===== src/sv/esc_pkg.sv =====
// ----------------------------------------------------------------------------
// esc_pkg: shared definitions for the epoch seconds to calendar unit
// Widths, reciprocal division constants, datapath opcodes,
// controller/datapath structs and the Gregorian helper functions.
// ----------------------------------------------------------------------------
package esc_pkg;

    // Field widths
    localparam int SEC_W  = 32;              // input seconds count
    localparam int SUM_W  = SEC_W + 1;       // seconds plus zone offset
    localparam int DAY_W  = 16;              // whole days, up to year 2106
    localparam int ZONE_W = 5;

    // Division by constants as q = (x * RECIP) >> SHIFT, exact over each
    // operand's range. Powers of two are shifted off first.
    // Days: (t >> 7) / 675, since 86400 = 675 * 128; operand below 2^26
    localparam logic [25:0] DAY_RECIP  = 26'd50903317;
    localparam int          DAY_SHIFT  = 35;
    localparam logic [9:0]  DAY_ODD    = 10'd675;
    // Hour: (sod >> 4) / 225, since 3600 = 225 * 16; operand below 5400
    localparam logic [13:0] HOUR_RECIP = 14'd9321;
    localparam int          HOUR_SHIFT = 21;
    localparam logic [7:0]  HOUR_ODD   = 8'd225;
    // Minute: (rest >> 2) / 15, since 60 = 15 * 4; operand below 900
    localparam logic [10:0] MIN_RECIP  = 11'd1093;
    localparam int          MIN_SHIFT  = 14;
    localparam logic [3:0]  MIN_ODD    = 4'd15;
    // Weeks: (days + 4) / 7; operand below 2^16
    localparam logic [16:0] WEEK_RECIP = 17'd74899;
    localparam int          WEEK_SHIFT = 19;
    // Four-year blocks: days / 1461; operand below 49713
    localparam logic [16:0] QUAD_RECIP = 17'd91868;
    localparam int          QUAD_SHIFT = 27;
    localparam logic [10:0] QUAD_DAYS  = 11'd1461;

    // Calendar constants
    localparam logic [16:0]      SECS_PER_HOUR = 17'd3600;
    localparam logic [7:0]       EPOCH_YEARS   = 8'd70;    // 1970 - 1900
    localparam logic [7:0]       NOLEAP_1900   = 8'd0;     // century, not leap
    localparam logic [7:0]       NOLEAP_2100   = 8'd200;   // century, not leap
    // First day of 2102: the block 2098..2101 is one day short (2100 not leap),
    // so days from here on are bumped by one before the four-year division.
    localparam logic [DAY_W-1:0] DAY_2102      = 16'd48212;
    localparam logic [3:0]       MON_FEB       = 4'd1;
    localparam logic [3:0]       MON_DEC       = 4'd11;
    localparam logic [2:0]       WEEK_DAYS     = 3'd7;
    localparam logic [2:0]       EPOCH_WDAY    = 3'd4;     // 1970-01-01 Thursday

    // Datapath opcodes
    localparam logic [3:0] OP_NONE   = 4'd0;
    localparam logic [3:0] OP_LOAD   = 4'd1;
    localparam logic [3:0] OP_DAYS   = 4'd2;
    localparam logic [3:0] OP_SPLIT  = 4'd3;
    localparam logic [3:0] OP_HOUR   = 4'd4;
    localparam logic [3:0] OP_MINREM = 4'd5;
    localparam logic [3:0] OP_MIN    = 4'd6;
    localparam logic [3:0] OP_SEC    = 4'd7;
    localparam logic [3:0] OP_YEAR   = 4'd8;
    localparam logic [3:0] OP_MONTH  = 4'd9;

    typedef struct packed {
        logic [3:0] op;
        logic       out_load;
    } esc_cmd_t;

    typedef struct packed {
        logic year_done;
        logic month_done;
    } esc_status_t;

    // Leap test on years since 1900 (range 0..255)
    function automatic logic is_leap(input logic [7:0] ys);
        return (ys[1:0] == 2'b00) && (ys != NOLEAP_1900) && (ys != NOLEAP_2100);
    endfunction

    // Month length in days
    function automatic logic [4:0] month_len(input logic [3:0] mon, input logic leap);
        logic [4:0] len;
        case (mon)
            MON_FEB: len = leap ? 5'd29 : 5'd28;
            4'd3:    len = 5'd30;
            4'd5:    len = 5'd30;
            4'd8:    len = 5'd30;
            4'd10:   len = 5'd30;
            default: len = 5'd31;
        endcase
        return len;
    endfunction

endpackage


===== src/sv/esc_ctrl.sv =====
// ----------------------------------------------------------------------------
// esc_ctrl: conversion sequencer
// Steps the datapath through the day, hour, minute and second splits,
// the year and month walks, and hands the result to the output register.
// ----------------------------------------------------------------------------
module esc_ctrl (
    input  logic                clk,
    input  logic                rst_n,
    input  logic                in_valid,
    output logic                in_stall,
    output logic                out_valid,
    input  logic                out_stall,
    input  esc_pkg::esc_status_t status,
    output esc_pkg::esc_cmd_t    cmd
);

    localparam logic [3:0] S_IDLE   = 4'd0;
    localparam logic [3:0] S_DAYS   = 4'd1;
    localparam logic [3:0] S_SPLIT  = 4'd2;
    localparam logic [3:0] S_HOUR   = 4'd3;
    localparam logic [3:0] S_MINREM = 4'd4;
    localparam logic [3:0] S_MIN    = 4'd5;
    localparam logic [3:0] S_SEC    = 4'd6;
    localparam logic [3:0] S_YEAR   = 4'd7;
    localparam logic [3:0] S_MONTH  = 4'd8;
    localparam logic [3:0] S_FIN    = 4'd9;

    logic [3:0] state_reg, state_next;
    logic       out_valid_reg, out_valid_next;

    assign in_stall  = (state_reg != S_IDLE);
    assign out_valid = out_valid_reg;

    // Next state and command
    always_comb
    begin
        state_next   = state_reg;
        cmd.op       = esc_pkg::OP_NONE;
        cmd.out_load = 1'b0;
        case (state_reg)
            S_IDLE:
            begin
                if (in_valid)
                begin
                    cmd.op     = esc_pkg::OP_LOAD;
                    state_next = S_DAYS;
                end
            end
            S_DAYS:
            begin
                cmd.op     = esc_pkg::OP_DAYS;
                state_next = S_SPLIT;
            end
            S_SPLIT:
            begin
                cmd.op     = esc_pkg::OP_SPLIT;
                state_next = S_HOUR;
            end
            S_HOUR:
            begin
                cmd.op     = esc_pkg::OP_HOUR;
                state_next = S_MINREM;
            end
            S_MINREM:
            begin
                cmd.op     = esc_pkg::OP_MINREM;
                state_next = S_MIN;
            end
            S_MIN:
            begin
                cmd.op     = esc_pkg::OP_MIN;
                state_next = S_SEC;
            end
            S_SEC:
            begin
                cmd.op     = esc_pkg::OP_SEC;
                state_next = S_YEAR;
            end
            S_YEAR:
            begin
                cmd.op = esc_pkg::OP_YEAR;
                if (status.year_done)
                    state_next = S_MONTH;
            end
            S_MONTH:
            begin
                cmd.op = esc_pkg::OP_MONTH;
                if (status.month_done)
                    state_next = S_FIN;
            end
            S_FIN:
            begin
                // wait for the output register to free up
                if (!out_valid_reg || !out_stall)
                begin
                    cmd.out_load = 1'b1;
                    state_next   = S_IDLE;
                end
            end
            default:
            begin
                state_next = S_IDLE;
            end
        endcase
    end

    // Output valid: set on load, cleared when the beat is taken
    always_comb
    begin
        out_valid_next = out_valid_reg;
        if (cmd.out_load)
            out_valid_next = 1'b1;
        else if (out_valid_reg && !out_stall)
            out_valid_next = 1'b0;
    end

    always_ff @(posedge clk or negedge rst_n)
    begin
        if (!rst_n)
        begin
            state_reg     <= S_IDLE;
            out_valid_reg <= 1'b0;
        end
        else
        begin
            state_reg     <= state_next;
            out_valid_reg <= out_valid_next;
        end
    end

endmodule


===== src/sv/esc_dp.sv =====
// ----------------------------------------------------------------------------
// esc_dp: conversion datapath
// Zone register, reciprocal-multiply splits, weekday residue, year and month
// walk, and the output register.
// ----------------------------------------------------------------------------
module esc_dp (
    input  logic                        clk,
    input  logic                        rst_n,
    input  logic                        cfg_we,
    input  logic [esc_pkg::ZONE_W-1:0]  zone_offset_hours,
    input  logic [esc_pkg::SEC_W-1:0]   epoch_seconds,
    input  esc_pkg::esc_cmd_t           cmd,
    output esc_pkg::esc_status_t        status,
    output logic [4:0]                  hour,
    output logic [5:0]                  minute,
    output logic [5:0]                  second,
    output logic [2:0]                  weekday,
    output logic [7:0]                  years_since_1900,
    output logic [8:0]                  day_of_year,
    output logic [3:0]                  month_index,
    output logic [4:0]                  day_of_month
);

    localparam int SW = esc_pkg::SUM_W;
    localparam int DW = esc_pkg::DAY_W;

    logic [esc_pkg::ZONE_W-1:0] zone_reg, zone_next;

    // Working registers
    logic [SW-1:0] t_reg, t_next;
    logic [DW-1:0] eday_reg, eday_next;
    logic [16:0]   sod_reg, sod_next;
    logic [11:0]   rsec_reg, rsec_next;
    logic [12:0]   qwk_reg, qwk_next;
    logic [5:0]    quad_reg, quad_next;
    logic [2:0]    wk_reg, wk_next;
    logic [DW-1:0] days_reg, days_next;
    logic [8:0]    yday_reg, yday_next;
    logic [7:0]    year_reg, year_next;
    logic [3:0]    mon_reg, mon_next;
    logic [4:0]    hour_reg, hour_next;
    logic [5:0]    min_reg, min_next;
    logic [5:0]    sec_reg, sec_next;

    // Output register
    logic [4:0] o_hour_reg;
    logic [5:0] o_min_reg;
    logic [5:0] o_sec_reg;
    logic [2:0] o_wday_reg;
    logic [7:0] o_year_reg;
    logic [8:0] o_yday_reg;
    logic [3:0] o_mon_reg;
    logic [4:0] o_mday_reg;

    logic [16:0]   zone_secs;
    logic [SW-1:0] t_sum;
    logic [51:0]   day_prod;
    logic [25:0]   day_back;
    logic [25:0]   day_rem;
    logic [DW-1:0] adj_days;
    logic [DW-1:0] wk_in;
    logic [32:0]   week_prod;
    logic [DW-1:0] wk_back;
    logic [DW-1:0] wk_rem;
    logic [32:0]   quad_prod;
    logic [DW-1:0] quad_back;
    logic [26:0]   hour_prod;
    logic [12:0]   hour_back;
    logic [12:0]   hour_rem;
    logic [20:0]   min_prod;
    logic [9:0]    min_back;
    logic [9:0]    min_rem;
    logic          leap;
    logic [8:0]    ylen;
    logic          year_ge;
    logic [4:0]    mlen;
    logic          mon_ge;

    // Offset write, reduced to 0..23
    assign zone_next = (zone_offset_hours >= 5'd24) ? zone_offset_hours - 5'd24
                                                    : zone_offset_hours;

    // Local seconds count
    assign zone_secs = 17'(zone_reg) * esc_pkg::SECS_PER_HOUR;
    assign t_sum     = {1'b0, epoch_seconds} + SW'(zone_secs);

    // Whole days and second of day
    assign day_prod = 52'(t_reg[SW-1:7]) * 52'(esc_pkg::DAY_RECIP);
    assign day_back = 26'(eday_reg) * 26'(esc_pkg::DAY_ODD);
    assign day_rem  = t_reg[SW-1:7] - day_back;

    // Weekday residue of days + 4
    assign wk_in     = eday_reg + DW'(esc_pkg::EPOCH_WDAY);
    assign week_prod = 33'(wk_in) * 33'(esc_pkg::WEEK_RECIP);
    assign wk_back   = DW'(qwk_reg) * DW'(esc_pkg::WEEK_DAYS);
    assign wk_rem    = wk_in - wk_back;

    // Skip the missing leap day of 2100 before the four-year division
    assign adj_days  = (eday_reg >= esc_pkg::DAY_2102) ? eday_reg + DW'(1) : eday_reg;
    assign quad_prod = 33'(adj_days) * 33'(esc_pkg::QUAD_RECIP);
    assign quad_back = DW'(quad_reg) * DW'(esc_pkg::QUAD_DAYS);

    // Hour, minute and second of the day
    assign hour_prod = 27'(sod_reg[16:4]) * 27'(esc_pkg::HOUR_RECIP);
    assign hour_back = 13'(hour_reg) * 13'(esc_pkg::HOUR_ODD);
    assign hour_rem  = sod_reg[16:4] - hour_back;
    assign min_prod  = 21'(rsec_reg[11:2]) * 21'(esc_pkg::MIN_RECIP);
    assign min_back  = 10'(min_reg) * 10'(esc_pkg::MIN_ODD);
    assign min_rem   = rsec_reg[11:2] - min_back;

    // Year and month lengths
    assign leap    = esc_pkg::is_leap(year_reg);
    assign ylen    = leap ? 9'd366 : 9'd365;
    assign year_ge = (days_reg >= DW'(ylen));
    assign mlen    = esc_pkg::month_len(mon_reg, leap);
    assign mon_ge  = (days_reg >= DW'(mlen));

    assign status.year_done  = !year_ge;
    assign status.month_done = (mon_reg == esc_pkg::MON_DEC) || !mon_ge;

    // Datapath operations
    always_comb
    begin
        t_next    = t_reg;
        eday_next = eday_reg;
        sod_next  = sod_reg;
        rsec_next = rsec_reg;
        qwk_next  = qwk_reg;
        quad_next = quad_reg;
        wk_next   = wk_reg;
        days_next = days_reg;
        yday_next = yday_reg;
        year_next = year_reg;
        mon_next  = mon_reg;
        hour_next = hour_reg;
        min_next  = min_reg;
        sec_next  = sec_reg;
        case (cmd.op)
            esc_pkg::OP_LOAD:
            begin
                t_next = t_sum;
            end
            esc_pkg::OP_DAYS:
            begin
                eday_next = day_prod[esc_pkg::DAY_SHIFT +: DW];
            end
            esc_pkg::OP_SPLIT:
            begin
                sod_next  = {day_rem[9:0], t_reg[6:0]};
                qwk_next  = week_prod[esc_pkg::WEEK_SHIFT +: 13];
                quad_next = quad_prod[esc_pkg::QUAD_SHIFT +: 6];
            end
            esc_pkg::OP_HOUR:
            begin
                hour_next = hour_prod[esc_pkg::HOUR_SHIFT +: 5];
                wk_next   = wk_rem[2:0];
                days_next = adj_days - quad_back;
                year_next = esc_pkg::EPOCH_YEARS + {quad_reg, 2'b00};
                mon_next  = '0;
            end
            esc_pkg::OP_MINREM:
            begin
                // seconds within the hour
                rsec_next = {hour_rem[7:0], sod_reg[3:0]};
            end
            esc_pkg::OP_MIN:
            begin
                min_next = min_prod[esc_pkg::MIN_SHIFT +: 6];
            end
            esc_pkg::OP_SEC:
            begin
                sec_next = {min_rem[3:0], rsec_reg[1:0]};
            end
            esc_pkg::OP_YEAR:
            begin
                if (year_ge)
                begin
                    days_next = days_reg - DW'(ylen);
                    year_next = year_reg + 8'd1;
                end
                else
                begin
                    yday_next = days_reg[8:0];
                end
            end
            esc_pkg::OP_MONTH:
            begin
                if (!status.month_done)
                begin
                    days_next = days_reg - DW'(mlen);
                    mon_next  = mon_reg + 4'd1;
                end
            end
            default:
            begin
                t_next = t_reg;
            end
        endcase
    end

    // Working and output registers
    always_ff @(posedge clk)
    begin
        t_reg    <= t_next;
        eday_reg <= eday_next;
        sod_reg  <= sod_next;
        rsec_reg <= rsec_next;
        qwk_reg  <= qwk_next;
        quad_reg <= quad_next;
        wk_reg   <= wk_next;
        days_reg <= days_next;
        yday_reg <= yday_next;
        year_reg <= year_next;
        mon_reg  <= mon_next;
        hour_reg <= hour_next;
        min_reg  <= min_next;
        sec_reg  <= sec_next;
        if (cmd.out_load)
        begin
            o_hour_reg <= hour_reg;
            o_min_reg  <= min_reg;
            o_sec_reg  <= sec_reg;
            o_wday_reg <= wk_reg;
            o_year_reg <= year_reg;
            o_yday_reg <= yday_reg;
            o_mon_reg  <= mon_reg;
            o_mday_reg <= days_reg[4:0] + 5'd1;
        end
    end

    // Zone offset register
    always_ff @(posedge clk or negedge rst_n)
    begin
        if (!rst_n)
            zone_reg <= 5'd8;
        else if (cfg_we)
            zone_reg <= zone_next;
    end

    assign hour             = o_hour_reg;
    assign minute           = o_min_reg;
    assign second           = o_sec_reg;
    assign weekday          = o_wday_reg;
    assign years_since_1900 = o_year_reg;
    assign day_of_year      = o_yday_reg;
    assign month_index      = o_mon_reg;
    assign day_of_month     = o_mday_reg;

endmodule


===== src/sv/epoch_seconds_to_calendar_unit.sv =====
// ----------------------------------------------------------------------------
// epoch_seconds_to_calendar_unit: seconds since 1970 to local calendar time
// Top level: sequencer, datapath and the configuration port.
// ----------------------------------------------------------------------------
// One item at a time. A seconds count is taken on a beat of the input channel,
// the zone offset is added in the accept cycle, and the result then passes
// through the reciprocal multiplies that split the count into days, second of
// day, weekday, four-year block, hour, minute and second, the year walk inside
// the block, the month walk, and the load into the output register, which
// waits while a previous result is still held under out_stall. in_stall is
// high from the accept until the result has entered the output register, and
// the next beat can be taken as soon as it drops, even while the result still
// waits under out_stall. cfg_ready is always high; write the zone offset only
// while the unit is idle. Offsets above 23 are reduced by 24.
module epoch_seconds_to_calendar_unit (
    input  logic                        clk,
    input  logic                        rst_n,
    input  logic                        cfg_valid,
    output logic                        cfg_ready,
    input  logic [esc_pkg::ZONE_W-1:0]  zone_offset_hours,
    input  logic                        in_valid,
    output logic                        in_stall,
    input  logic [esc_pkg::SEC_W-1:0]   epoch_seconds,
    output logic                        out_valid,
    input  logic                        out_stall,
    output logic [4:0]                  hour,
    output logic [5:0]                  minute,
    output logic [5:0]                  second,
    output logic [2:0]                  weekday,
    output logic [7:0]                  years_since_1900,
    output logic [8:0]                  day_of_year,
    output logic [3:0]                  month_index,
    output logic [4:0]                  day_of_month
);

    esc_pkg::esc_cmd_t    cmd;
    esc_pkg::esc_status_t status;
    logic                 cfg_we;

    assign cfg_ready = 1'b1;
    assign cfg_we    = cfg_valid & cfg_ready;

    // Sequencer
    esc_ctrl u_ctrl (
        .clk       (clk),
        .rst_n     (rst_n),
        .in_valid  (in_valid),
        .in_stall  (in_stall),
        .out_valid (out_valid),
        .out_stall (out_stall),
        .status    (status),
        .cmd       (cmd)
    );

    // Datapath
    esc_dp u_dp (
        .clk               (clk),
        .rst_n             (rst_n),
        .cfg_we            (cfg_we),
        .zone_offset_hours (zone_offset_hours),
        .epoch_seconds     (epoch_seconds),
        .cmd               (cmd),
        .status            (status),
        .hour              (hour),
        .minute            (minute),
        .second            (second),
        .weekday           (weekday),
        .years_since_1900  (years_since_1900),
        .day_of_year       (day_of_year),
        .month_index       (month_index),
        .day_of_month      (day_of_month)
    );

endmodule


===== config.mk =====
export PLATFORM = sky130hd
export DESIGN_NAME = epoch_seconds_to_calendar_unit
export DESIGN_NICKNAME = d
export VERILOG_FILES = /design/src/sv/esc_pkg.sv /design/src/sv/esc_ctrl.sv /design/src/sv/esc_dp.sv /design/src/sv/epoch_seconds_to_calendar_unit.sv
export SDC_FILE = /design/constraint.sdc
export NUM_CORES = 2
export LEC_CHECK = 0
export BUFFER_PORTS_ARGS = -buffer_cell sky130_fd_sc_hd__clkbuf_2
export CAP_MARGIN = 25
export CORE_ASPECT_RATIO = 0.8
export CORE_MARGIN = 10
export CORE_UTILIZATION = 35
export CTS_CLUSTER_DIAMETER = 40
export CTS_CLUSTER_SIZE = 12
export DETAILED_ROUTE_END_ITERATION = 6
export PLACE_DENSITY_LB_ADDON = 0.3
export SLEW_MARGIN = 10
export SYNTH_ARGS = -nofsm -noshare
export SYNTH_HDL_FRONTEND = slang
export SYNTH_SLANG_ARGS = --single-unit

===== constraint.sdc =====
create_clock -name clk -period 7.5 [get_ports clk]
set_input_delay 0.75 -clock clk [delete_from_list [all_inputs] [get_ports clk]]
set_output_delay 0.75 -clock clk [all_outputs]
set_load 0.01 [all_outputs]

==> results.toml <==
[status]
status = "completed"

[synthesis]
synth.yosys.seq_area_share_pct = 18.0
synth_top_area_share_pct = 30.4
synth_cells = 3138
syn_avg_cell_area_um2 = 10.5
synth-async-reset-ratio_pct = 5.00
synth_nets = 4381
synth_edf_count = 190
ys_seq_elements = 200
synthTopCellsByArea = "ha_1 30%, fa_1 24%, edfxtp_1 17%, inv_1 8.8%, xnor2_1 3.8%"
ys_types = 78
synth_largest_area_cell = "ha_1"
syn_area_mm2 = 0.0331
yosys_most_used_dff = "edfxtp_1"
ys_warn_count = 0

[clock_tree]
h-tree-depth = 4
clkSlewWorstSetupHoldPaths_ps = 90
cts_buffers = 17
cts_tree = "built"
clk_path_buf_depth = 2
worstSkewPairLatency_ps = 480
root_buffer = "clkbuf_16"
cts.sinks = 200

[timing]
worst_pin_slew_ps = 1030
finalCritPeriodShare_pct = 97.2
rsz0062_at_grt = "yes"
drv_slew = 0
min_period_ps = 7290
fmax_ghz = 0.137
hold_violations = 0
skew_ps = 21.4
setup_viol = 0
hold_slack_ps = 222
slew_headroom_pct = 31.6

[setup_path]
cp-start-kind = "register"
cpPeakStageDelay_ps = 550
arrival_ps = 7520
slowest_stage = "fa_1"
cp_common_cell = "fa_1"
crit_type = "reg -> reg"
critPathCaptureType = "register"
cp.required_ps = 7730
crit_fanout = 4

[routing]
wl_um = 73200
dr_total_vias = 21200
drc = 0
first_pass_iters = 5
wire_per_inst_um = 16.1
ant_nets = 0
via_per_inst = 4.66
drt_iter0_markers = 1087

[die]
num_rows = 100
die_y_um = 295
die_w_um = 364
pin_count = 91
coreArea_mm2 = 0.0933
die_area_mm2 = 0.107
initial_core_util_pct = 35.4

[global_routing]
grt_max_degree = 47
track_usage_pct = 14.0
grt_pass1_wl_um = 119000
overflow = 0
grt_pass1_vias = 21800
antenna_found_initial = 2

[placement]
dp.cells = 4505
hpwl_um = 63400
io_buffers = 89
gp_congestion = 0.867

[final_layout]
final_cell_mix = "797 x ha_1, 761 x inv_1, 394 x fa_1"
fin_util_pct = 39.3
area.sequential_mm2 = 0.00596
area_growth_pct = 11.0
multiInputGateArea_mm2 = 0.0245
layout_commonest_cell = "ha_1"
fin_cells = 4556
fill_cells = 9241
nets = 4561
largest_reg_flops = 33
drive_gt1_share_pct = 9.28

[flow_run]
drv_cap = 0

[worst_hold_path]
hp-class = "in -> async"
[final cells by class]
type                       instances  area share (%)
inverter                         772            7.90
multi-input combinational       2138            66.7
timing repair buffer             189            3.34
sequential                       200            16.2
clock buffer                      17            1.16
antenna                            1         0.00682
clock inverter                    15           0.467
tap                             1224            4.17
[through the flow]
stage          setup TNS, ps  area (um2)  setup slack, ps
2_1_floorplan              0       33100             2.37
3_3_place_gp            -311       35600             -209
3_5_place_dp            -806       35600             -372
4_1_cts                    0       36300             16.6
5_1_grt                 -188       36700             -151
6_report                   0       36700              211
[critical path, delay by kind of cell, from the launching register on]
family	cells	cell delay (ps)
adder cells (fa/ha/maj)	8	3220
flip-flops	1	430
buffers and inverters	7	620
AND/OR/NAND/NOR	6	870
XOR/XNOR	2	260
AO/OA/AOI/OAI	9	1650
[path summary, 6_finish.rpt]
check                                                 from                               to  slack (ps)  depth (start not counted)
worst max-delay path            u_dp.eday_reg[3]$_DFFE_PN_       u_dp.quad_reg[5]$_DFFE_PN_         210                         32
worst min-delay path                                 rst_n  u_ctrl.state_reg[0]$_DFFE_PN0P_         220                          1
worst max register to register  u_dp.eday_reg[3]$_DFFE_PN_       u_dp.quad_reg[5]$_DFFE_PN_         210                         32
worst min register to register   u_dp.sec_reg[5]$_DFFE_PN_         u_dp.second[5]$_DFFE_PP_         420                          0
max in group asynchronous                            rst_n     u_dp.zone_reg[3]$_DFFE_PN1P_        6910                          1
min in group clk                 u_dp.sec_reg[5]$_DFFE_PN_         u_dp.second[5]$_DFFE_PP_         420                          0
[Yosys cell counts (7+ instances only)]
| cell type | n |
|---|---|
| ha_1 | 804 |
| inv_1 | 771 |
| fa_1 | 397 |
| edfxtp_1 | 190 |
| xnor2_1 | 143 |
| a21oi_1 | 96 |
| nand2_1 | 93 |
| nor2_1 | 92 |
| o21ai_0 | 79 |
| xor2_1 | 55 |
| a21o_1 | 44 |
| nand3_1 | 34 |
| and3_1 | 24 |
| nand2b_1 | 23 |
| nor3_1 | 21 |
| clkbuf_1 | 19 |
| nor2b_1 | 19 |
| o21bai_1 | 16 |
| nand4_1 | 14 |
| o21a_1 | 12 |
| a31oi_1 | 11 |
| a211oi_1 | 10 |
| or2_2 | 10 |
| dfrtp_1 | 9 |
| o22ai_1 | 9 |
| and2_1 | 8 |
| mux2i_1 | 8 |
| o211ai_1 | 8 |
| or3_1 | 8 |
| buf_2 | 7 |
| o221ai_1 | 7 |
[logic make-up after synthesis]
logic type      Yosys count  share of synthesized area, %
compound gates          346                          6.73
xor+xnor                206                          5.71
fa+ha+maj              1201                          54.5
buf+inv                 800                          9.12
flops                   200                          18.0
mux                       9                         0.276
other cells               1                        0.0113
simple gates            375                          5.67
[metal layers]
layer,routed length [um],up-vias,share of wire (%),global-route usage (%)
li1,-,10600,-,-
met1,39000,10200,53,21.8
met2,29600,365,40,20.2
met3,4150,24,5.7,2.77
met4,424,0,0.58,1.55
met5,0,-,0,0
[timing repair]
action / CTS / global route
buffers inserted: 1 / 14
hold buffers: 0 / 0
endpoints found under the setup margin: 5 / 5
pin swaps: 3 / 44
resized for setup: 11 / 53
Power is left out: the tool's default activity adds up to more than one toggle a clock period on the data nets, which glitch-free logic cannot reach.
